## config.mk

```make
export PLATFORM = sky130hd
export DESIGN_NAME = positional_list_engine_top
export DESIGN_NICKNAME = d
export VERILOG_FILES = /design/src/rtl/ple_pkg.sv /design/src/rtl/ple_datapath.sv /design/src/rtl/ple_ctrl.sv /design/src/rtl/positional_list_engine_top.sv
export VERILOG_INCLUDE_DIRS = /design/src /design/src/rtl
export SDC_FILE = /design/constraint.sdc
export NUM_CORES = 1
export LEC_CHECK = 0
export ABC_CLOCK_PERIOD_IN_PS = 8500
export BUFFER_PORTS_ARGS = -buffer_cell sky130_fd_sc_hd__buf_2
export CORE_ASPECT_RATIO = 0.7
export CORE_UTILIZATION = 55
export CTS_BUF_LIST = sky130_fd_sc_hd__clkbuf_8
export CTS_CLUSTER_SIZE = 24
export DETAILED_ROUTE_END_ITERATION = 12
export PLACE_DENSITY = 0.77
export SYNTH_ARGS = -nofsm -noshare
export SYNTH_HDL_FRONTEND = slang
export SYNTH_SLANG_ARGS = --single-unit
```

## constraint.sdc

```tcl
create_clock -name clock -period 8.5 [get_ports clock]
set_clock_uncertainty 0.2 [all_clocks]
set_input_delay 0.425 -clock clock [delete_from_list [all_inputs] [get_ports clock]]
set_output_delay 0.425 -clock clock [all_outputs]
set_load 0.02 [all_outputs]
```

## src/rtl/positional_list_engine_top_assert.svh

```systemverilog
// Assertion macros for the positional list engine.
`ifndef POSITIONAL_LIST_ENGINE_TOP_ASSERT_SVH
`define POSITIONAL_LIST_ENGINE_TOP_ASSERT_SVH
`ifndef SYNTHESIS
`define PLE_ASSERT_IMPL(label, clk, rst, cond) \
   label: assert property (@(posedge clk) disable iff (rst) (cond)) \
      else $error("assertion failed");
`define PLE_ASSERT_NEXT(label, clk, rst, ante, cons) \
   label: assert property (@(posedge clk) disable iff (rst) (ante) |=> (cons)) \
      else $error("assertion failed");
`else
`define PLE_ASSERT_IMPL(label, clk, rst, cond)
`define PLE_ASSERT_NEXT(label, clk, rst, ante, cons)
`endif
`endif

```

## src/rtl/ple_pkg.sv

```systemverilog
`timescale 1ns / 1ps
package ple_pkg;
   localparam int DEPTH = 16;
   localparam int IDX_W = $clog2(DEPTH);
   localparam int CNT_W = $clog2(DEPTH + 1);

   localparam logic [2:0] FUNC_INS_FIRST = 3'd0;
   localparam logic [2:0] FUNC_INS_LAST  = 3'd1;
   localparam logic [2:0] FUNC_INS_POS   = 3'd2;
   localparam logic [2:0] FUNC_DEL_FIRST = 3'd3;
   localparam logic [2:0] FUNC_DEL_LAST  = 3'd4;
   localparam logic [2:0] FUNC_DEL_POS   = 3'd5;
   localparam logic [2:0] FUNC_DUMP      = 3'd6;

   // Commands from the controller to the datapath.
   typedef struct packed {
      logic             ins;
      logic             del;
      logic [IDX_W-1:0] idx;
      logic             dump_start;
      logic             dump_step;
   } cmd_type;

   // Status from the datapath to the controller.
   typedef struct packed {
      logic [CNT_W-1:0] fill;
      logic             dump_last;
   } stat_type;
endpackage

```

## src/rtl/ple_datapath.sv

```systemverilog
`timescale 1ns / 1ps
`include "positional_list_engine_top_assert.svh"
module ple_datapath (
   input  logic               clock,
   input  logic               reset,
   input  ple_pkg::cmd_type   cmd,
   input  logic signed [31:0] value,
   output ple_pkg::stat_type  stat,
   output logic signed [31:0] rd_value
);
   logic signed [31:0] cells_ff [ple_pkg::DEPTH];
   logic signed [31:0] cells_in [ple_pkg::DEPTH];
   logic [ple_pkg::CNT_W-1:0] fill_ff, fill_in;
   logic [ple_pkg::IDX_W-1:0] ptr_ff, ptr_in;

   // Every cell picks its own neighbour, so the whole row shifts together.
   always_comb begin
      for (int i = 0; i < ple_pkg::DEPTH; i++) begin
         cells_in[i] = cells_ff[i];
         if (cmd.ins) begin
            if (i == int'(cmd.idx)) cells_in[i] = value;
            else if (i > int'(cmd.idx)) cells_in[i] = cells_ff[i-1];
         end else if (cmd.del) begin
            if (i >= int'(cmd.idx) && i < ple_pkg::DEPTH - 1) cells_in[i] = cells_ff[i+1];
         end
      end
   end

   always_ff @(posedge clock) begin
      for (int i = 0; i < ple_pkg::DEPTH; i++) cells_ff[i] <= cells_in[i];
   end

   // Fill count and dump read pointer.
   always_comb begin
      fill_in = fill_ff;
      if (cmd.ins) fill_in = fill_ff + 1'b1;
      else if (cmd.del) fill_in = fill_ff - 1'b1;
      ptr_in = ptr_ff;
      if (cmd.dump_start) ptr_in = '0;
      else if (cmd.dump_step) ptr_in = ptr_ff + 1'b1;
   end

   always_ff @(posedge clock) begin
      if (reset) begin
         fill_ff <= '0;
         ptr_ff  <= '0;
      end else begin
         fill_ff <= fill_in;
         ptr_ff  <= ptr_in;
      end
   end

   assign rd_value       = cells_ff[ptr_ff];
   assign stat.fill      = fill_ff;
   assign stat.dump_last = ({1'b0, ptr_ff} + 1'b1) == fill_ff;

   `PLE_ASSERT_IMPL(a_fill_max, clock, reset, fill_ff <= ple_pkg::CNT_W'(ple_pkg::DEPTH))
   `PLE_ASSERT_IMPL(a_no_ins_del, clock, reset, !(cmd.ins && cmd.del))
   `PLE_ASSERT_NEXT(a_ins_grows, clock, reset, cmd.ins, fill_ff == $past(fill_ff) + 1'b1)
endmodule

```

## src/rtl/ple_ctrl.sv

```systemverilog
`timescale 1ns / 1ps
`include "positional_list_engine_top_assert.svh"
module ple_ctrl (
   input  logic              clock,
   input  logic              reset,
   input  logic              start,
   input  logic [2:0]        req_func,
   input  logic [7:0]        req_pos,
   input  ple_pkg::stat_type stat,
   output ple_pkg::cmd_type  cmd,
   output logic              busy,
   output logic              rsp_strobe,
   output logic              rsp_ok,
   output logic              rsp_dump,
   output logic              rsp_last
);
   localparam logic [1:0] ST_IDLE = 2'd0;
   localparam logic [1:0] ST_EDIT = 2'd1;
   localparam logic [1:0] ST_DUMP = 2'd2;

   logic [1:0] state_ff, state_in;
   logic       ok_ff, ok_in, empty_ff, empty_in;
   logic       full, empty, take, ok;
   logic [8:0] pos_m1;

   assign full   = stat.fill == ple_pkg::CNT_W'(ple_pkg::DEPTH);
   assign empty  = stat.fill == '0;
   assign take   = start && !busy;
   assign pos_m1 = {1'b0, req_pos} - 9'd1;

   // Decode the request into a shift command and its outcome.
   always_comb begin
      cmd = '0;
      ok  = 1'b0;
      case (req_func)
         ple_pkg::FUNC_INS_FIRST: ok = !full;
         ple_pkg::FUNC_INS_LAST: begin
            ok = !full;
            cmd.idx = ple_pkg::IDX_W'(stat.fill);
         end
         ple_pkg::FUNC_INS_POS: begin
            ok = !full && req_pos != 8'd0 && {1'b0, req_pos} <= {4'd0, stat.fill} + 9'd1;
            cmd.idx = ple_pkg::IDX_W'(pos_m1);
         end
         ple_pkg::FUNC_DEL_FIRST: ok = !empty;
         ple_pkg::FUNC_DEL_LAST: begin
            ok = !empty;
            cmd.idx = ple_pkg::IDX_W'(stat.fill - 1'b1);
         end
         ple_pkg::FUNC_DEL_POS: begin
            ok = req_pos != 8'd0 && {1'b0, req_pos} <= {4'd0, stat.fill};
            cmd.idx = ple_pkg::IDX_W'(pos_m1);
         end
         ple_pkg::FUNC_DUMP: ok = 1'b1;
         default: ok = 1'b0;
      endcase
      if (take && ok) begin
         cmd.ins = req_func inside {ple_pkg::FUNC_INS_FIRST, ple_pkg::FUNC_INS_LAST,
                                    ple_pkg::FUNC_INS_POS};
         cmd.del = req_func inside {ple_pkg::FUNC_DEL_FIRST, ple_pkg::FUNC_DEL_LAST,
                                    ple_pkg::FUNC_DEL_POS};
      end
      cmd.dump_start = take && req_func == ple_pkg::FUNC_DUMP;
      cmd.dump_step  = state_ff == ST_DUMP && !empty_ff;
   end

   // Sequencer: edits report in the next cycle, dumps step through the row.
   always_comb begin
      state_in = state_ff;
      ok_in    = ok_ff;
      empty_in = empty_ff;
      case (state_ff)
         ST_IDLE: if (take) begin
            ok_in    = ok;
            empty_in = empty;
            state_in = req_func == ple_pkg::FUNC_DUMP ? ST_DUMP : ST_EDIT;
         end
         ST_EDIT: state_in = ST_IDLE;
         ST_DUMP: if (empty_ff || stat.dump_last) state_in = ST_IDLE;
         default: state_in = ST_IDLE;
      endcase
   end

   always_ff @(posedge clock) begin
      if (reset) begin
         state_ff <= ST_IDLE;
         ok_ff    <= 1'b0;
         empty_ff <= 1'b0;
      end else begin
         state_ff <= state_in;
         ok_ff    <= ok_in;
         empty_ff <= empty_in;
      end
   end

   assign busy       = state_ff != ST_IDLE;
   assign rsp_strobe = busy;
   assign rsp_ok     = state_ff == ST_DUMP ? 1'b1 : ok_ff;
   assign rsp_dump   = state_ff == ST_DUMP && !empty_ff;
   assign rsp_last   = state_ff == ST_EDIT || empty_ff || stat.dump_last;

   `PLE_ASSERT_NEXT(a_edit_one, clock, reset, state_ff == ST_EDIT, state_ff == ST_IDLE)
   `PLE_ASSERT_IMPL(a_cmd_idle, clock, reset, !(cmd.ins || cmd.del) || state_ff == ST_IDLE)
   `PLE_ASSERT_NEXT(a_last_idle, clock, reset, rsp_strobe && rsp_last, !busy)
endmodule

```

## src/rtl/positional_list_engine_top.sv

```systemverilog
`timescale 1ns / 1ps
// Channel   | Ports                                   | Handshake
// request   | req_func, req_value, req_pos            | start high while busy low
// result    | rsp_ok, rsp_count, rsp_entry_value, ... | rsp_strobe, one cycle
// An edit gives its single result in the cycle after the request; a dump gives
// one result per entry on consecutive cycles, stepped by the read pointer.
// A dump of an empty list gives a single result with no entry. Synchronous reset
// empties the list. The receiver cannot stall; busy holds off new requests while
// results flow.
module positional_list_engine_top (
   input  logic               clock,
   input  logic               reset,
   input  logic               start,
   output logic               busy,
   input  logic [2:0]         req_func,
   input  logic signed [31:0] req_value,
   input  logic [7:0]         req_pos,
   output logic               rsp_strobe,
   output logic               rsp_ok,
   output logic [4:0]         rsp_count,
   output logic signed [31:0] rsp_entry_value,
   output logic               rsp_entry_valid,
   output logic               rsp_last
);
   ple_pkg::cmd_type   cmd;
   ple_pkg::stat_type  stat;
   logic signed [31:0] rd_value;
   logic               dump;

   ple_ctrl u_ctrl (
      .clock(clock), .reset(reset), .start(start), .req_func(req_func),
      .req_pos(req_pos), .stat(stat), .cmd(cmd), .busy(busy),
      .rsp_strobe(rsp_strobe), .rsp_ok(rsp_ok), .rsp_dump(dump), .rsp_last(rsp_last)
   );

   ple_datapath u_dp (
      .clock(clock), .reset(reset), .cmd(cmd), .value(req_value),
      .stat(stat), .rd_value(rd_value)
   );

   // Result fields.
   assign rsp_count       = 5'(stat.fill);
   assign rsp_entry_valid = dump;
   assign rsp_entry_value = dump ? rd_value : 32'sd0;
endmodule
```

==> results.toml <==
[critical_path]
critPathKind = "flop to flop"
path_cells = "inv_1 -> nor3_1 -> nand3_1 -> ha_1 -> a2111oi_0 -> a41oi_1 -> a211o_1 -> nor4_1 -> nor2_2 -> buf_4 -> nor3_2 -> buf_4"
critical_path.most_common_cell = "buf_4"
r2r-start = "u_dp.fill_ff[2]$_SDFFE_PP0P_"
arrival_ns = 5.34
cp-start-kind = "flop"
slowest_delay_ns = 0.71
cp-end-kind = "flop"
r2r_cells = 12
reg2reg_to = "u_dp.cells_ff[6][23]$_DFFE_PP_"
r2r_slack_ns = 3.28
critPathMaxFanout = 25
cp.required_ns = 8.62
crit_slowest_cell = "nor3_2"

[route]
wirelength_um = 86300
wire_per_inst_um = 28.9
first_pass_iters = 5
drt-initial-drc-count = 2143
via_count = 19500
via_per_inst = 6.55
drc = 0
ant_nets = 0

[logic_synthesis]
synth_area_per_cell_um2 = 15.7
synth_cell_types = 61
synth_edf_count = 512
netlist_area_um2 = 32700
ys.flop_type = "edfxtp_1"
syn-instance-count = 2082
yosysWarnings = 0
yosysSeqAreaShare_pct = 48.1
ys_seq_elements = 529
async_reset_ff_share_pct = 0
syn_nets = 2143

[global_routing]
met1_usage_pct = 41.1
globalRouteMet2Util_pct = 46.5
use_met3_pct = 5.05
grt_pass1_vias = 19900
grt-ovfl-total = 0
grt_pass1_wl_um = 130000
grt.busiest_layer = "met2"
grt_util_all_layers_pct = 28.9
grt_max_degree = 137
antenna_found_initial = 2

[clock_tree]
tritoncts = "done"
ctsResizeCount = 0
post-cts-setup-buffers = 0
cts_buffers = 84
clkLatencyLatePin_ns = 0.69
cts.clk_slew.worst_paths_ns = 0.06
root_buffer = "clkbuf_8"
htree_levels = 3
cts_buffer_depth = 3
cts.sinks = 529

[power_and_ir_drop]
leakagePower_nw = 11.5
switching_power_mw = 1.68
power_density_nw_per_um2 = 175
p_int_mw = 4.54
pwr-share-clk_pct = 33.3
seq_power_share_pct = 51.5
peakVddDrop_v = 0.000180
pwr-share-comb_pct = 15.2
netSwitchingFraction_pct = 27.0

[sta]
hold_ws_ns = 0.0472
slew_violations = 0
tns_ns = 0
fin_crit_sh_pct = 61.4
setup_viol = 0
min_period_ns = 5.22
slew_headroom_pct = 21.8
max_freq_ghz = 0.192
finalHoldViolCount = 0
tightest_slew_ns = 1.17
rsz0062_at_grt = "no"

[layout]
drive_above_1_share_pct = 44.3
stdcell_area_um2 = 35500
final_cells = 2983
n_fill_cell = 4390
nNetsFinal = 2182
syn_to_final_growth_pct = 8.71

[hold_path]
hp-class = "primary input to flop"
min_path_cells = 2
min_from = "req_value[15]"
whs_endpoint = "u_dp.cells_ff[15][15]$_DFFE_PN_"

[die]
core-area_um2 = 58500
die_w_um = 293
fp.dieH_um = 206
die_area_um2 = 60500
start_util_pct = 55.9
pin_count = 88
rows = 74

[place]
place_inst = 2828
placed_area_um2 = 34000
dp_hpwl_um = 46200
place.gp.congestion = 0.896
port_buffers = 87

[outcome]
outcome = "complete, no violations"

[run]
cap_violations = 0
[sequential cells by signal, summed over array words and instances, names as in the netlist, named ones only]
signal / cells
u_ctrl.empty_ff: 1
u_ctrl.ok_ff: 1
u_dp.fill_ff: 5
u_dp.ptr_ff: 4
u_dp.cells_ff: 512
u_ctrl.state_ff: 2
[cell usage in the layout (no fill, tap or decap), drive strengths merged, types with 4 or more instances in the layout]
master	Yosys	final
mux2	962	962
o211ai	9	9
nor2b	4	4
clkbuf	67	88
ha	15	15
dlygate4sd3	0	5
nor3	10	10
or2	5	5
inv	11	47
a211oi	6	6
nor4	11	11
xnor2	10	10
o21ai	7	7
nand3	8	8
a21oi	23	23
edfxtp	512	512
nand2	15	15
clkinv	1	21
nor2	23	23
buf	117	132
mux4	160	160
nand2b	7	7
and2	35	35
dfxtp	17	17
[worst max-delay path by stage]
| stage | slack [ns] | start | end | cells past startpoint |
|---|---|---|---|---|
| 2_1_floorplan | 1.83 | u_dp.fill_ff[2]$_SDFFE_PP0P_ | u_dp.cells_ff[1][0]$_DFFE_PP_ | 11 |
| 3_3_place_gp | 3.41 | u_dp.fill_ff[2]$_SDFFE_PP0P_ | u_dp.cells_ff[6][27]$_DFFE_PP_ | 12 |
| 3_5_place_dp | 3.44 | u_dp.fill_ff[2]$_SDFFE_PP0P_ | u_dp.cells_ff[6][27]$_DFFE_PP_ | 12 |
| 4_1_cts | 3.38 | u_dp.fill_ff[2]$_SDFFE_PP0P_ | u_dp.cells_ff[6][21]$_DFFE_PP_ | 12 |
| 5_1_grt | 2.98 | u_dp.fill_ff[2]$_SDFFE_PP0P_ | u_dp.cells_ff[6][21]$_DFFE_PP_ | 12 |
| 6_report | 3.28 | u_dp.fill_ff[2]$_SDFFE_PP0P_ | u_dp.cells_ff[6][23]$_DFFE_PP_ | 12 |
[layout make-up]
type / instances / area, um2 / area share, %
multi-input cells: 1357 / 16400 / 46.1
clock inverters: 60 / 302 / 0.848
well taps: 798 / 998 / 2.81
inverters: 12 / 45.0 / 0.127
repair buffers: 137 / 886 / 2.49
diodes: 2 / 5.00 / 0.0141
clock buffers: 88 / 1210 / 3.41
flip-flops and latches: 529 / 15700 / 44.2
[per-stage QoR]
stage / worst slack [ns] / total power, mW / utilization (%)
floorplan: 1.83 / 3.87 / -
global placement: 3.41 / 4.14 / 58.1
detailed placement: 3.44 / 4.18 / 58.1
CTS: 3.38 / 6.24 / 60.7
global route: 2.98 / 6.43 / 60.7
finish: 3.28 / 6.21 / 60.8
[cell families (layout without fill, tap and decap cells)]
family          count (synthesis)  in the layout  synth area share (%)
compound gates                 68             68                  1.56
xor+xnor                       13             13                 0.348
fa+ha+maj                      15             15                 0.574
buf+inv                       196            297                  2.75
flops                         529            529                  48.1
mux                          1125           1125                  44.2
other cells                     0              2                     0
simple gates                  136            136                  2.47
[metal layers]
layer / part of all wire, % / wire length [um]
met4: 1.9 / 1630
met1: 44 / 37900
met3: 6.8 / 5870
met5: 0 / 0
met2: 47 / 40900
[critical path, delay by kind of cell, from the launching register on]
family	cells	cell delay, ns
buf+inv	3	1.02
simple gates	5	1.91
flops	1	0.55
fa+ha+maj	1	0.33
compound gates	3	0.79
[synthesized netlist by cell type, types with 10 or more instances]
| master | number | area, um2 |
|---|---|---|
| mux2_2 | 533 | 6000 |
| edfxtp_1 | 512 | 15400 |
| mux2_1 | 429 | 4830 |
| mux4_2 | 160 | 3600 |
| buf_2 | 87 | 435 |
| clkbuf_1 | 67 | 251 |
| and2_1 | 35 | 219 |
| nor2_1 | 23 | 86.3 |
| a21oi_1 | 22 | 110 |
| dfxtp_1 | 17 | 340 |
| buf_1 | 16 | 60.1 |
| ha_1 | 15 | 188 |
| nand2_1 | 15 | 56.3 |
| buf_4 | 13 | 97.6 |
| inv_1 | 11 | 41.3 |
| nor3_1 | 10 | 50.1 |
| xnor2_1 | 10 | 87.6 |
[power groups by stage]
stage	logic (mW)	clock network, mW	registers (mW)
finish	0.946	2.07	3.20
CTS	0.940	2.10	3.20
global route	1.00	2.21	3.22
floorplan	0.659	0	3.21
global placement	0.906	0	3.24
detailed placement	0.935	0	3.25
[repair_timing]
item	in CTS	in global routing
endpoints found under the hold margin	11	0
hold buffers	5	0
setup endpoints to repair	0	0
Note: power is estimated with default switching activity, not from simulation.
